File: config.mk
export PLATFORM = sky130hd
export DESIGN_NAME = region_pixel_adjust_histogram
export DESIGN_NICKNAME = d
export VERILOG_FILES = /design/src/hdl/rpah_pkg.sv /design/src/hdl/rpah_ram.sv /design/src/hdl/rpah_pixel_pipe.sv /design/src/hdl/rpah_hist.sv /design/src/hdl/region_pixel_adjust_histogram.sv
export SDC_FILE = /design/constraint.sdc
export NUM_CORES = 2
export LEC_CHECK = 0
export ABC_CLOCK_PERIOD_IN_PS = 17340
export BUFFER_PORTS_ARGS = -buffer_cell sky130_fd_sc_hd__buf_2
export CORE_MARGIN = 5
export CORE_UTILIZATION = 45
export CTS_CLUSTER_DIAMETER = 150
export DETAILED_ROUTE_END_ITERATION = 7
export PLACE_DENSITY_LB_ADDON = 0.15
export SETUP_SLACK_MARGIN = 0.2
export SLEW_MARGIN = 20
export SYNTH_ARGS = -nofsm -noshare
export SYNTH_HDL_FRONTEND = slang
export SYNTH_HIERARCHICAL = 1
export SYNTH_SLANG_ARGS = --single-unit
File: constraint.sdc
create_clock -name clk -period 17.34 [get_ports clk]
set_input_delay 2.601 -clock clk [delete_from_list [all_inputs] [get_ports clk]]
set_output_delay 2.601 -clock clk [all_outputs]
set_load 0.02 [all_outputs]
File: src/hdl/rpah_pkg.sv
`timescale 1ns / 1ps
// Shared types and constants of the region pixel adjuster with intensity histogram.
package rpah_pkg;

    localparam int MAX_DIMENSION_DEF = 4096;

    localparam int PIX_W      = 8;
    localparam int GAIN_W     = 16;
    localparam int GAIN_FRAC  = 8;
    localparam int OFS_W      = 9;
    localparam int DIM_REG_W  = 13;
    localparam int COUNT_W    = 25;
    localparam int BIN_W      = 3;
    localparam int NUM_BINS   = 8;
    localparam int CFG_IDX_W  = 2;
    localparam int CFG_DATA_W = 16;

    localparam int PROD_W = PIX_W + GAIN_W;
    localparam int SUM3_W = PIX_W + 2;

    localparam logic [PIX_W-1:0]   BYTE_MAX  = 8'd255;
    localparam logic [COUNT_W-1:0] COUNT_MAX = {COUNT_W{1'b1}};
    localparam logic [BIN_W-1:0]   LAST_BIN  = 3'd7;

    localparam int CHANNELS     = 3;
    localparam int BIN_SPAN     = 32;
    // floor(s / 3) equals (s * 683) >> 11 for every sum of three bytes.
    localparam int RECIP3       = 683;
    localparam int RECIP3_SHIFT = 11;

    localparam logic [GAIN_W-1:0]    GAIN_RESET = 16'd256;
    localparam logic [OFS_W-1:0]     OFS_RESET  = 9'd0;
    localparam logic [DIM_REG_W-1:0] DIM_RESET  = 13'd512;

    localparam logic [CFG_IDX_W-1:0] REG_SCALE_GAIN        = 2'd0;
    localparam logic [CFG_IDX_W-1:0] REG_BRIGHTNESS_OFFSET = 2'd1;
    localparam logic [CFG_IDX_W-1:0] REG_IMAGE_ROWS        = 2'd2;
    localparam logic [CFG_IDX_W-1:0] REG_IMAGE_COLS        = 2'd3;

    localparam logic KIND_PIXEL = 1'b0;
    localparam logic KIND_BIN   = 1'b1;

    typedef struct packed {
        logic [PIX_W-1:0] blue_in;
        logic [PIX_W-1:0] green_in;
        logic [PIX_W-1:0] red_in;
    } in_item_t;

    typedef struct packed {
        logic               item_kind;
        logic [PIX_W-1:0]   blue_out;
        logic [PIX_W-1:0]   green_out;
        logic [PIX_W-1:0]   red_out;
        logic [BIN_W-1:0]   bin_index;
        logic [COUNT_W-1:0] bin_count;
        logic               last_item;
    } out_item_t;

    typedef struct packed {
        logic upper;
        logic left;
        logic lower;
    } region_t;

    typedef struct packed {
        logic [PIX_W-1:0] blue;
        logic [PIX_W-1:0] green;
        logic [PIX_W-1:0] red;
        region_t          region;
        logic             frame_end;
    } pix_t;

endpackage

File: src/hdl/rpah_ram.sv
`timescale 1ns / 1ps
// Generic single-port-write, single-port-read RAM with registered read data.
module rpah_ram #(
    parameter int WIDTH = 8,
    parameter int DEPTH = 8,
    localparam int ADDR_W = (DEPTH > 1) ? $clog2(DEPTH) : 1
) (
    input  logic              clk,
    input  logic              wr_en,
    input  logic [ADDR_W-1:0] wr_addr,
    input  logic [WIDTH-1:0]  wr_data,
    input  logic              rd_en,
    input  logic [ADDR_W-1:0] rd_addr,
    output logic [WIDTH-1:0]  rd_data
);

    logic [WIDTH-1:0] mem [DEPTH];
    logic [WIDTH-1:0] rd_data_reg;

    always_ff @(posedge clk)
    begin
        if (wr_en)
        begin
            mem[wr_addr] <= wr_data;
        end
        if (rd_en)
        begin
            rd_data_reg <= mem[rd_addr];
        end
    end

    assign rd_data = rd_data_reg;

endmodule

File: src/hdl/rpah_pixel_pipe.sv
`timescale 1ns / 1ps
// Three-stage pixel arithmetic: gain, red-minus-grey and offset, with per-stage flow control.
module rpah_pixel_pipe (
    input  logic                                  clk,
    input  logic                                  rst_n,
    input  logic                                  item_valid,
    output logic                                  item_ready,
    input  rpah_pkg::pix_t                        item,
    input  logic [rpah_pkg::GAIN_W-1:0]           scale_gain,
    input  logic signed [rpah_pkg::OFS_W-1:0]     brightness_offset,
    output logic                                  s3_valid,
    input  logic                                  s3_ready,
    output rpah_pkg::pix_t                        s3_item
);

    import rpah_pkg::*;

    localparam int GREY_PROD_W = 2 * SUM3_W;
    localparam int OFS_SUM_W   = PIX_W + 2;

    logic s1_valid_reg, s1_valid_next;
    logic s2_valid_reg, s2_valid_next;
    logic s3_valid_reg, s3_valid_next;
    logic s1_move, s2_move, s3_move, item_fire;

    pix_t s1_pix_reg;
    pix_t s2_pix_reg, s2_pix_next;
    pix_t s3_pix_reg, s3_pix_next;
    logic [SUM3_W-1:0] s2_sum_reg, s2_sum_next;

    logic [GREY_PROD_W-1:0] grey_prod;
    logic [PIX_W-1:0]       grey;
    logic [PIX_W:0]         red_diff;
    logic [PIX_W-1:0]       red_less_grey;

    function automatic logic [PIX_W-1:0] apply_gain(input logic [PIX_W-1:0]  c,
                                                    input logic [GAIN_W-1:0] g);
        logic [PROD_W-1:0] p;
        p = PROD_W'(c) * PROD_W'(g);
        if (|p[PROD_W-1:GAIN_FRAC+PIX_W])
        begin
            return BYTE_MAX;
        end
        return p[GAIN_FRAC +: PIX_W];
    endfunction

    function automatic logic [PIX_W-1:0] add_offset(input logic [PIX_W-1:0]        c,
                                                    input logic signed [OFS_W-1:0] o);
        logic signed [OFS_SUM_W-1:0] t;
        t = $signed({2'b00, c}) + OFS_SUM_W'(o);
        if (t < 0)
        begin
            return '0;
        end
        if (t > $signed(OFS_SUM_W'(BYTE_MAX)))
        begin
            return BYTE_MAX;
        end
        return t[PIX_W-1:0];
    endfunction

    // A stage moves on when the stage after it is empty or moving itself.
    assign s3_move    = s3_valid_reg && s3_ready;
    assign s2_move    = s2_valid_reg && (!s3_valid_reg || s3_move);
    assign s1_move    = s1_valid_reg && (!s2_valid_reg || s2_move);
    assign item_ready = !s1_valid_reg || s1_move;
    assign item_fire  = item_valid && item_ready;

    always_comb
    begin
        s1_valid_next = item_fire ? 1'b1 : (s1_move ? 1'b0 : s1_valid_reg);
        s2_valid_next = s1_move   ? 1'b1 : (s2_move ? 1'b0 : s2_valid_reg);
        s3_valid_next = s2_move   ? 1'b1 : (s3_move ? 1'b0 : s3_valid_reg);
    end

    always_comb
    begin
        s2_pix_next = s1_pix_reg;
        if (s1_pix_reg.region.upper)
        begin
            s2_pix_next.blue  = apply_gain(s1_pix_reg.blue, scale_gain);
            s2_pix_next.green = apply_gain(s1_pix_reg.green, scale_gain);
            s2_pix_next.red   = apply_gain(s1_pix_reg.red, scale_gain);
        end
        s2_sum_next = SUM3_W'(s2_pix_next.blue) + SUM3_W'(s2_pix_next.green)
                    + SUM3_W'(s2_pix_next.red);
    end

    always_comb
    begin
        grey_prod     = GREY_PROD_W'(s2_sum_reg) * GREY_PROD_W'(RECIP3);
        grey          = grey_prod[RECIP3_SHIFT +: PIX_W];
        red_diff      = {1'b0, s2_pix_reg.red} - {1'b0, grey};
        red_less_grey = red_diff[PIX_W] ? '0 : red_diff[PIX_W-1:0];

        s3_pix_next = s2_pix_reg;
        if (s2_pix_reg.region.left)
        begin
            s3_pix_next.blue  = red_less_grey;
            s3_pix_next.green = red_less_grey;
            s3_pix_next.red   = red_less_grey;
        end
        if (s2_pix_reg.region.lower)
        begin
            s3_pix_next.blue  = add_offset(s3_pix_next.blue, brightness_offset);
            s3_pix_next.green = add_offset(s3_pix_next.green, brightness_offset);
            s3_pix_next.red   = add_offset(s3_pix_next.red, brightness_offset);
        end
    end

    always_ff @(posedge clk or negedge rst_n)
    begin
        if (!rst_n)
        begin
            s1_valid_reg <= 1'b0;
            s2_valid_reg <= 1'b0;
            s3_valid_reg <= 1'b0;
        end
        else
        begin
            s1_valid_reg <= s1_valid_next;
            s2_valid_reg <= s2_valid_next;
            s3_valid_reg <= s3_valid_next;
        end
    end

    always_ff @(posedge clk)
    begin
        if (item_fire)
        begin
            s1_pix_reg <= item;
        end
        if (s1_move)
        begin
            s2_pix_reg <= s2_pix_next;
            s2_sum_reg <= s2_sum_next;
        end
        if (s2_move)
        begin
            s3_pix_reg <= s3_pix_next;
        end
    end

    assign s3_valid = s3_valid_reg;
    assign s3_item  = s3_pix_reg;

endmodule

File: src/hdl/rpah_hist.sv
`timescale 1ns / 1ps
// Histogram counters in RAM with read-modify-write, frame-end report sequencer and output register.
module rpah_hist (
    input  logic                clk,
    input  logic                rst_n,
    input  logic                s3_valid,
    output logic                s3_ready,
    input  rpah_pkg::pix_t      s3_item,
    output logic                out_valid,
    input  logic                out_stall,
    output rpah_pkg::out_item_t out_data
);

    import rpah_pkg::*;

    typedef enum logic [2:0] {
        ST_PIXEL     = 3'b001,
        ST_DUMP_READ = 3'b010,
        ST_DUMP_EMIT = 3'b100
    } state_t;

    state_t state_reg, state_next;
    logic [BIN_W-1:0] dump_idx_reg, dump_idx_next;

    logic out_valid_reg, out_valid_next;
    out_item_t out_data_reg, out_data_next;

    logic upd_valid_reg;
    logic [BIN_W-1:0] upd_bin_reg;

    logic [NUM_BINS-1:0] bin_valid_reg, bin_valid_next;
    logic rd_valid_reg, rd_valid_next;
    logic fwd_valid_reg, fwd_valid_next;
    logic [COUNT_W-1:0] fwd_data_reg, fwd_data_next;

    logic out_free, pix_load, dump_emit;
    logic [SUM3_W-1:0] pix_sum;
    logic [BIN_W-1:0] pix_bin;

    logic rd_en, wr_en;
    logic [BIN_W-1:0] rd_addr;
    logic [COUNT_W-1:0] ram_rdata, count_eff, count_inc;

    function automatic logic [BIN_W-1:0] bin_of(input logic [SUM3_W-1:0] s);
        logic [BIN_W-1:0] n;
        n = '0;
        for (int k = 1; k < NUM_BINS; k++)
        begin
            if (s >= SUM3_W'(k * CHANNELS * BIN_SPAN))
            begin
                n = n + BIN_W'(1);
            end
        end
        return n;
    endfunction

    assign out_free  = !out_valid_reg || !out_stall;
    assign s3_ready  = (state_reg == ST_PIXEL) && out_free;
    assign pix_load  = s3_valid && s3_ready;
    assign dump_emit = (state_reg == ST_DUMP_EMIT) && out_free;

    assign pix_sum = SUM3_W'(s3_item.blue) + SUM3_W'(s3_item.green) + SUM3_W'(s3_item.red);
    assign pix_bin = bin_of(pix_sum);

    // The report sequencer reads the next bin while the current one is handed out.
    always_comb
    begin
        rd_en   = 1'b0;
        rd_addr = pix_bin;
        if (pix_load)
        begin
            rd_en = 1'b1;
        end
        else if (state_reg == ST_DUMP_READ)
        begin
            rd_en   = 1'b1;
            rd_addr = dump_idx_reg;
        end
        else if (dump_emit && dump_idx_reg != LAST_BIN)
        begin
            rd_en   = 1'b1;
            rd_addr = dump_idx_reg + BIN_W'(1);
        end
    end

    // A write in the cycle of the read is not seen by the RAM, so it is forwarded.
    assign wr_en     = upd_valid_reg;
    assign count_eff = fwd_valid_reg ? fwd_data_reg : (rd_valid_reg ? ram_rdata : '0);
    assign count_inc = (count_eff == COUNT_MAX) ? COUNT_MAX : count_eff + COUNT_W'(1);

    always_comb
    begin
        fwd_valid_next = fwd_valid_reg;
        fwd_data_next  = fwd_data_reg;
        rd_valid_next  = rd_valid_reg;
        if (rd_en)
        begin
            fwd_valid_next = wr_en && (upd_bin_reg == rd_addr);
            fwd_data_next  = count_inc;
            rd_valid_next  = bin_valid_reg[rd_addr];
        end

        bin_valid_next = bin_valid_reg;
        if (wr_en)
        begin
            bin_valid_next[upd_bin_reg] = 1'b1;
        end
        if (dump_emit)
        begin
            bin_valid_next[dump_idx_reg] = 1'b0;
        end
    end

    always_comb
    begin
        state_next    = state_reg;
        dump_idx_next = dump_idx_reg;
        unique case (state_reg)
            ST_PIXEL:
            begin
                if (pix_load && s3_item.frame_end)
                begin
                    state_next    = ST_DUMP_READ;
                    dump_idx_next = '0;
                end
            end
            ST_DUMP_READ:
            begin
                state_next = ST_DUMP_EMIT;
            end
            ST_DUMP_EMIT:
            begin
                if (dump_emit)
                begin
                    if (dump_idx_reg == LAST_BIN)
                    begin
                        state_next = ST_PIXEL;
                    end
                    else
                    begin
                        dump_idx_next = dump_idx_reg + BIN_W'(1);
                    end
                end
            end
            default:
            begin
                state_next = ST_PIXEL;
            end
        endcase
    end

    always_comb
    begin
        out_valid_next = out_valid_reg && out_stall;
        out_data_next  = out_data_reg;
        if (pix_load)
        begin
            out_valid_next          = 1'b1;
            out_data_next.item_kind = KIND_PIXEL;
            out_data_next.blue_out  = s3_item.blue;
            out_data_next.green_out = s3_item.green;
            out_data_next.red_out   = s3_item.red;
            out_data_next.bin_index = '0;
            out_data_next.bin_count = '0;
            out_data_next.last_item = !s3_item.frame_end;
        end
        else if (dump_emit)
        begin
            out_valid_next          = 1'b1;
            out_data_next.item_kind = KIND_BIN;
            out_data_next.blue_out  = '0;
            out_data_next.green_out = '0;
            out_data_next.red_out   = '0;
            out_data_next.bin_index = dump_idx_reg;
            out_data_next.bin_count = count_eff;
            out_data_next.last_item = (dump_idx_reg == LAST_BIN);
        end
    end

    rpah_ram #(
        .WIDTH (COUNT_W),
        .DEPTH (NUM_BINS)
    ) u_count_ram (
        .clk     (clk),
        .wr_en   (wr_en),
        .wr_addr (upd_bin_reg),
        .wr_data (count_inc),
        .rd_en   (rd_en),
        .rd_addr (rd_addr),
        .rd_data (ram_rdata)
    );

    always_ff @(posedge clk or negedge rst_n)
    begin
        if (!rst_n)
        begin
            state_reg     <= ST_PIXEL;
            dump_idx_reg  <= '0;
            out_valid_reg <= 1'b0;
            upd_valid_reg <= 1'b0;
            bin_valid_reg <= '0;
            rd_valid_reg  <= 1'b0;
            fwd_valid_reg <= 1'b0;
        end
        else
        begin
            state_reg     <= state_next;
            dump_idx_reg  <= dump_idx_next;
            out_valid_reg <= out_valid_next;
            upd_valid_reg <= pix_load;
            bin_valid_reg <= bin_valid_next;
            rd_valid_reg  <= rd_valid_next;
            fwd_valid_reg <= fwd_valid_next;
        end
    end

    always_ff @(posedge clk)
    begin
        out_data_reg <= out_data_next;
        fwd_data_reg <= fwd_data_next;
        if (pix_load)
        begin
            upd_bin_reg <= pix_bin;
        end
    end

    assign out_valid = out_valid_reg;
    assign out_data  = out_data_reg;

endmodule

File: src/hdl/region_pixel_adjust_histogram.sv
`timescale 1ns / 1ps
// An accepted pixel passes the three arithmetic stages, then the output register.
// Throughput: one pixel per cycle while out_stall is low and no bin report is under way,
// set by the three arithmetic stages and the single counter RAM read and written once per
// pixel. At the end of a frame the eight bin reports follow from the RAM after a read
// state, one per cycle with out_stall low; input stalls once the pipe behind them fills.
// Reset (rst_n, asynchronous) restores the register defaults, the position and empty bins.
module region_pixel_adjust_histogram #(
    parameter int MAX_DIMENSION = rpah_pkg::MAX_DIMENSION_DEF
) (
    input  logic                            clk,
    input  logic                            rst_n,
    input  logic                            in_valid,
    output logic                            in_stall,
    input  rpah_pkg::in_item_t              in_data,
    output logic                            out_valid,
    input  logic                            out_stall,
    output rpah_pkg::out_item_t             out_data,
    input  logic                            cfg_valid,
    output logic                            cfg_ready,
    input  logic [rpah_pkg::CFG_IDX_W-1:0]  cfg_index,
    input  logic [rpah_pkg::CFG_DATA_W-1:0] cfg_data
);

    import rpah_pkg::*;

    localparam int POS_W = $clog2(MAX_DIMENSION);
    localparam int DIM_W = $clog2(MAX_DIMENSION + 1);
    localparam int SUM_W = POS_W + 1;

    logic [GAIN_W-1:0]        scale_gain_reg;
    logic signed [OFS_W-1:0]  brightness_offset_reg;
    logic [DIM_REG_W-1:0]     image_rows_reg;
    logic [DIM_REG_W-1:0]     image_cols_reg;

    logic [POS_W-1:0] row_reg, row_next;
    logic [POS_W-1:0] col_reg, col_next;

    logic [DIM_W-1:0] rows_dim, cols_dim;
    logic [SUM_W-1:0] pos_sum, row_ext, col_ext, rows_ext, cols_ext;
    logic row_end, frame_end, accept, pipe_ready;
    pix_t item;

    logic s3_valid, s3_ready;
    pix_t s3_item;

    assign cfg_ready = 1'b1;

    always_ff @(posedge clk or negedge rst_n)
    begin
        if (!rst_n)
        begin
            scale_gain_reg        <= GAIN_RESET;
            brightness_offset_reg <= OFS_RESET;
            image_rows_reg        <= DIM_RESET;
            image_cols_reg        <= DIM_RESET;
        end
        else if (cfg_valid && cfg_ready)
        begin
            unique case (cfg_index)
                REG_SCALE_GAIN:        scale_gain_reg        <= cfg_data[GAIN_W-1:0];
                REG_BRIGHTNESS_OFFSET: brightness_offset_reg <= cfg_data[OFS_W-1:0];
                REG_IMAGE_ROWS:        image_rows_reg        <= cfg_data[DIM_REG_W-1:0];
                REG_IMAGE_COLS:        image_cols_reg        <= cfg_data[DIM_REG_W-1:0];
                default:               ;
            endcase
        end
    end

    // Frame dimensions are held to one up to the largest supported size.
    always_comb
    begin
        if (image_rows_reg == '0)
        begin
            rows_dim = DIM_W'(1);
        end
        else if (32'(image_rows_reg) > 32'(MAX_DIMENSION))
        begin
            rows_dim = DIM_W'(MAX_DIMENSION);
        end
        else
        begin
            rows_dim = DIM_W'(image_rows_reg);
        end

        if (image_cols_reg == '0)
        begin
            cols_dim = DIM_W'(1);
        end
        else if (32'(image_cols_reg) > 32'(MAX_DIMENSION))
        begin
            cols_dim = DIM_W'(MAX_DIMENSION);
        end
        else
        begin
            cols_dim = DIM_W'(image_cols_reg);
        end
    end

    // The diagonals split the frame: row + col against the row and column counts.
    always_comb
    begin
        row_ext  = SUM_W'(row_reg);
        col_ext  = SUM_W'(col_reg);
        rows_ext = SUM_W'(rows_dim);
        cols_ext = SUM_W'(cols_dim);
        pos_sum  = row_ext + col_ext;

        row_end   = col_ext >= cols_ext - SUM_W'(1);
        frame_end = row_end && (row_ext >= rows_ext - SUM_W'(1));

        item.blue         = in_data.blue_in;
        item.green        = in_data.green_in;
        item.red          = in_data.red_in;
        item.region.upper = (col_ext >= row_ext) && (pos_sum <= rows_ext);
        item.region.left  = (row_ext > col_ext) && (pos_sum < cols_ext);
        item.region.lower = (row_ext >= col_ext) && (pos_sum >= rows_ext);
        item.frame_end    = frame_end;
    end

    assign accept   = in_valid && pipe_ready;
    assign in_stall = !pipe_ready;

    always_comb
    begin
        row_next = row_reg;
        col_next = col_reg;
        if (accept)
        begin
            if (frame_end)
            begin
                row_next = '0;
                col_next = '0;
            end
            else if (row_end)
            begin
                row_next = row_reg + POS_W'(1);
                col_next = '0;
            end
            else
            begin
                col_next = col_reg + POS_W'(1);
            end
        end
    end

    always_ff @(posedge clk or negedge rst_n)
    begin
        if (!rst_n)
        begin
            row_reg <= '0;
            col_reg <= '0;
        end
        else
        begin
            row_reg <= row_next;
            col_reg <= col_next;
        end
    end

    rpah_pixel_pipe u_pixel_pipe (
        .clk               (clk),
        .rst_n             (rst_n),
        .item_valid        (in_valid),
        .item_ready        (pipe_ready),
        .item              (item),
        .scale_gain        (scale_gain_reg),
        .brightness_offset (brightness_offset_reg),
        .s3_valid          (s3_valid),
        .s3_ready          (s3_ready),
        .s3_item           (s3_item)
    );

    rpah_hist u_hist (
        .clk       (clk),
        .rst_n     (rst_n),
        .s3_valid  (s3_valid),
        .s3_ready  (s3_ready),
        .s3_item   (s3_item),
        .out_valid (out_valid),
        .out_stall (out_stall),
        .out_data  (out_data)
    );

endmodule

Word level (Yosys, flattened, before mapping). Memories as Yosys holds them, arrays and structs flattened. A register that Yosys moved wholly into a read port is not among the register bits. Cells that the tools add are included.

Reduce and logical (&&, ||, !) cells: 46. Multiplexer cells: 95. Bitwise logic cells: 3. Magnitude comparators: 28. Add/subtract/negate cells: 21. $mul: 4. Equality and inequality tests: 14.

Operators by type and width (count): $mux 8 (21); $mux 53 (2); $mux 25 (3); $mul 8x16->24 (3); $mux 24 (3); $mux 13 (4); $mux 12 (4); $mux 3 (15); $mux 1 (38); $add 9x9->10 (3); $ge 10x9->1 const B (3); $gt 10x9->1 const B (3); $lt 10x1->1 const B (3); $ge 12x13->1 (2); $gt 13x13->1 const B (2); $logic_not 13->1 (2); $sub 13x1->13 const B (2); $add 25x1->25 const B (1); $eq 25x25->1 const B (1); $add 12x1->12 const B (2); $ge 12x12->1 (2); $reduce_or 8->1 (3); $add 10x8->10 (2); $ge 10x10->1 const B (2); 38 further kinds (85).

RAM bits: 200. Logic and storage cells: 255. Input port bits: 47. Flip-flop bits (word level): 268. Output and inout port bits: 57. Memories: 1.

Memories: u_hist.u_count_ram.mem (depth 8, width 25, rd ports 1, clocked after memory_dff 1, write ports 1, RTL line rpah_ram.sv:17) `logic [WIDTH-1:0] mem [DEPTH];`.

Longest topological paths before layout.
Word-level depth: 21. Depth in mapped cells: 36. Depth with buffers taken out: 36.

Hierarchy. Netlist, hierarchy kept.

By module, submodules not included: rpah_pixel_pipe (area each 18816.8 µm², sequential area each 2897.8 µm², times used 1, cells each 2006); rpah_ram (area each 8511.9 µm², sequential area each 6756.5 µm², times used 1, cells each 328); region_pixel_adjust_histogram (area each 5736.8 µm², sequential area each 1880.6 µm², times used 1, cells each 602); rpah_hist (area each 5654.2 µm², sequential area each 2623.8 µm², times used 1, cells each 573).

Least setup slack after synthesis. Ideal clock, no wire load.

Kind: register -> register. From: register u_pixel_pipe.s2_sum_reg[7]. To: register u_pixel_pipe.s3_pix_reg, in the netlist u_pixel_pipe/s3_item[20] (data pin). Buffers on the path: 0. Period minus slack after synthesis: 7839 ps. Slack: 9501 ps. Cell stages (with the launch flop): 37. Data arrival time: 7584 ps. Cell sequence: edfxtp_1 ha_1 ha_1 inv_1 fa_1 inv_1 fa_1 inv_1 fa_1 inv_1 ha_1 a211oi_1 a21oi_1 o21ai_0 nand2b_1 a21o_1 xnor2_1 ha_1 nor2b_1 o21ai_0 a21boi_0 o21ai_1 a21boi_0 o21ai_1 a2111oi_0 a21oi_1 inv_1 ha_1 a21o_1 a21o_1 a21o_1 a21oi_1 o21bai_1 a21oi_1 o32ai_1 o21ai_0 a21bo_2.

RTL lines: start: declaration (RTL line rpah_pixel_pipe.sv:29) `logic [SUM3_W-1:0] s2_sum_reg, s2_sum_next;`; start signal: assignment (RTL line rpah_pixel_pipe.sv:136) `s2_sum_reg <= s2_sum_next;`; end signal: assignment (RTL line rpah_pixel_pipe.sv:140) `s3_pix_reg <= s3_pix_next;`; end: declaration (RTL line rpah_pixel_pipe.sv:28) `pix_t s3_pix_reg, s3_pix_next;`.

==> impl_metrics.toml <==
[final_layout]
area_growth_pct = 9.26
nFillCells = 7841
drive_gt1_share_pct = 10.4
num-nets-final = 4210
largest_reg_flops = 200

[clocking]
cts_tree = "done"
cts_setup_buffers = 0
clk_latency_ps = 640
clk_pin_slew_ps = 60
clock-sinks = 493
ctsHoldBuffers = 0
cts_resized = 0
numCtsBuffers = 54
cts_root_buffer = "clkbuf_16"
clockBufferDepth = 3
cts.htree.levels = 2

[worst_setup_path]
slowest_delay_ps = 830
r2r-end = "u_pixel_pipe/s3_item[4]$_DFFE_PP_"
reg2reg_depth = 35
critPathRequiredTime_ps = 17850
worst-path-buf-inv = 4
crit_path_start_kind = "register"
end_kind = "register"
cp_max_fo = 8
critPathKind = "register to register"
r2r_setup_slack_ps = 8300
slowest_stage = "o32ai_1"
arrival_ps = 9550
regToRegStartpoint = "u_pixel_pipe/s2_sum_reg[5]$_DFFE_PP_"
critPathTopFamily = "compound AO/OA/AOI/OAI gates"

[die]
core_um2 = 85100
die_area_um2 = 91700
io_pins = 104
num_rows = 107
initial_core_util_pct = 45.3
die_w_um = 303
die_y_um = 303

[drt]
wl_um = 91400
dr.pass1.iters = 5
drtIter0Drc = 1343
ant_nets = 0
vias = 25900
avgRoutedWirePerCell_um = 19.3
viasPerCell = 5.46
drcViolationCount = 0

[sta]
hold_viol = 0
drv_slew = 0
max-slew-margin-rel_pct = 23.1
rsz0062_at_grt = "false"
finalCritPeriodShare_pct = 52.1
fin_tns_setup_ps = 0
tightest_slew_ps = 1150
min_period_ps = 9040
finalClockSkew_ps = 36.6
clock.fmax_mhz = 111
setup_viol = 0

[place]
dp_hpwl_um = 64900
port_buffers = 102
gp_congestion = 0.851

[worst_hold_path]
min-delay-start = "u_hist/out_data[28]$_SDFFE_PP0P_"
hp-class = "register to register"
hold-path-endpoint = "u_hist/out_data[28]$_SDFFE_PP0P_"
min_path_cells = 2

[global_route]
grtUsageTotal_pct = 20.2
grt_pass1_vias = 25900
overflow = 0
grt_max_degree = 58
grt_pass1_wl_um = 147000
antenna_found_initial = 7

[synthesis]
avgSynthCellArea_um2 = 11.0
syn_nets = 4160
syn_area_um2 = 38600
yosysWarnings = 6
syn_inst = 3505

[outcome]
status = "complete, no violations"

[flow_run]
maxCapViolations = 0
-- tightest hold or removal path, stage by stage (launching register included) --
cell,delay [ps]
dfxtp_1,310
nand2_1,50
a21oi_1,50
-- area by class of cell --
cell class                 instances  area (µm²)  share of cell area, %
clock buffer                      67        1450                   3.44
antenna                            3        7.51                 0.0178
sequential                       493       14000                   33.3
tap                             1144        1430                   3.39
timing repair buffer             134         753                   1.79
inverter                         413        1550                   3.68
multi-input combinational       2459       22500                   53.3
clock inverter                    35         452                   1.07
-- layer usage --
metal,vias up,GRT usage (%),wire (µm)
li1,12300,-,-
met2,518,32.3,42000
met5,-,0,0
met4,0,4.23,1710
met3,93,2.13,3780
met1,13000,30.0,44000
-- worst max-delay path by stage --
stage	start	to	slack, ps	cells after the start
after floorplan	u_pixel_pipe/s2_sum_reg[7]$_DFFE_PP_	u_pixel_pipe/s3_item[20]$_DFFE_PP_	9500	36
after global placement	u_pixel_pipe/s2_sum_reg[7]$_DFFE_PP_	u_pixel_pipe/s3_item[5]$_DFFE_PP_	8620	35
after detailed placement	u_pixel_pipe/s2_sum_reg[5]$_DFFE_PP_	u_pixel_pipe/s3_item[4]$_DFFE_PP_	8410	35
after CTS	u_pixel_pipe/s2_sum_reg[5]$_DFFE_PP_	u_pixel_pipe/s3_item[4]$_DFFE_PP_	8370	35
after global routing	u_pixel_pipe/s2_sum_reg[7]$_DFFE_PP_	u_pixel_pipe/s3_item[5]$_DFFE_PP_	7710	35
final	u_pixel_pipe/s2_sum_reg[5]$_DFFE_PP_	u_pixel_pipe/s3_item[4]$_DFFE_PP_	8300	35
-- per-stage QoR --
step	util, %	cell area (µm²)	worst slack, ps	hold slack (ps)	std cells
after floorplan	-	38600	9500	400	3505
after global placement	47.3	40300	8620	440	4643
after detailed placement	47.3	40300	8410	434	4643
after CTS	49.5	42200	8370	450	4745
after global routing	49.5	42200	7710	462	4747
final	49.5	42200	8300	453	4748
-- cells in the final DEF (no fill, tap or decap), types with 13 or more instances in the layout --
cell type / count
a21o_1: 51
a21boi_0: 15
and3_1: 38
mux2i_1: 19
dfxtp_1: 29
nand2_1: 288
o21ai_1: 21
xnor2_1: 80
mux2_2: 77
o2bb2ai_1: 13
xor2_1: 44
nand3_1: 45
o22ai_1: 32
inv_1: 411
dfrtp_1: 92
nand2b_1: 25
a211oi_1: 34
buf_2: 101
nor2b_1: 29
nor3_1: 46
o22a_1: 26
o21ai_0: 82
nor2_1: 164
and2_1: 241
a21oi_1: 139
buf_4: 33
clkbuf_16: 54
nand4_1: 29
a22oi_1: 24
ha_1: 315
or3_1: 13
mux4_1: 50
fa_1: 293
edfxtp_1: 368
a31oi_1: 22
Power is left out: the tool's default activity adds up to more than one toggle a clock period on the data nets, which glitch-free logic cannot reach.
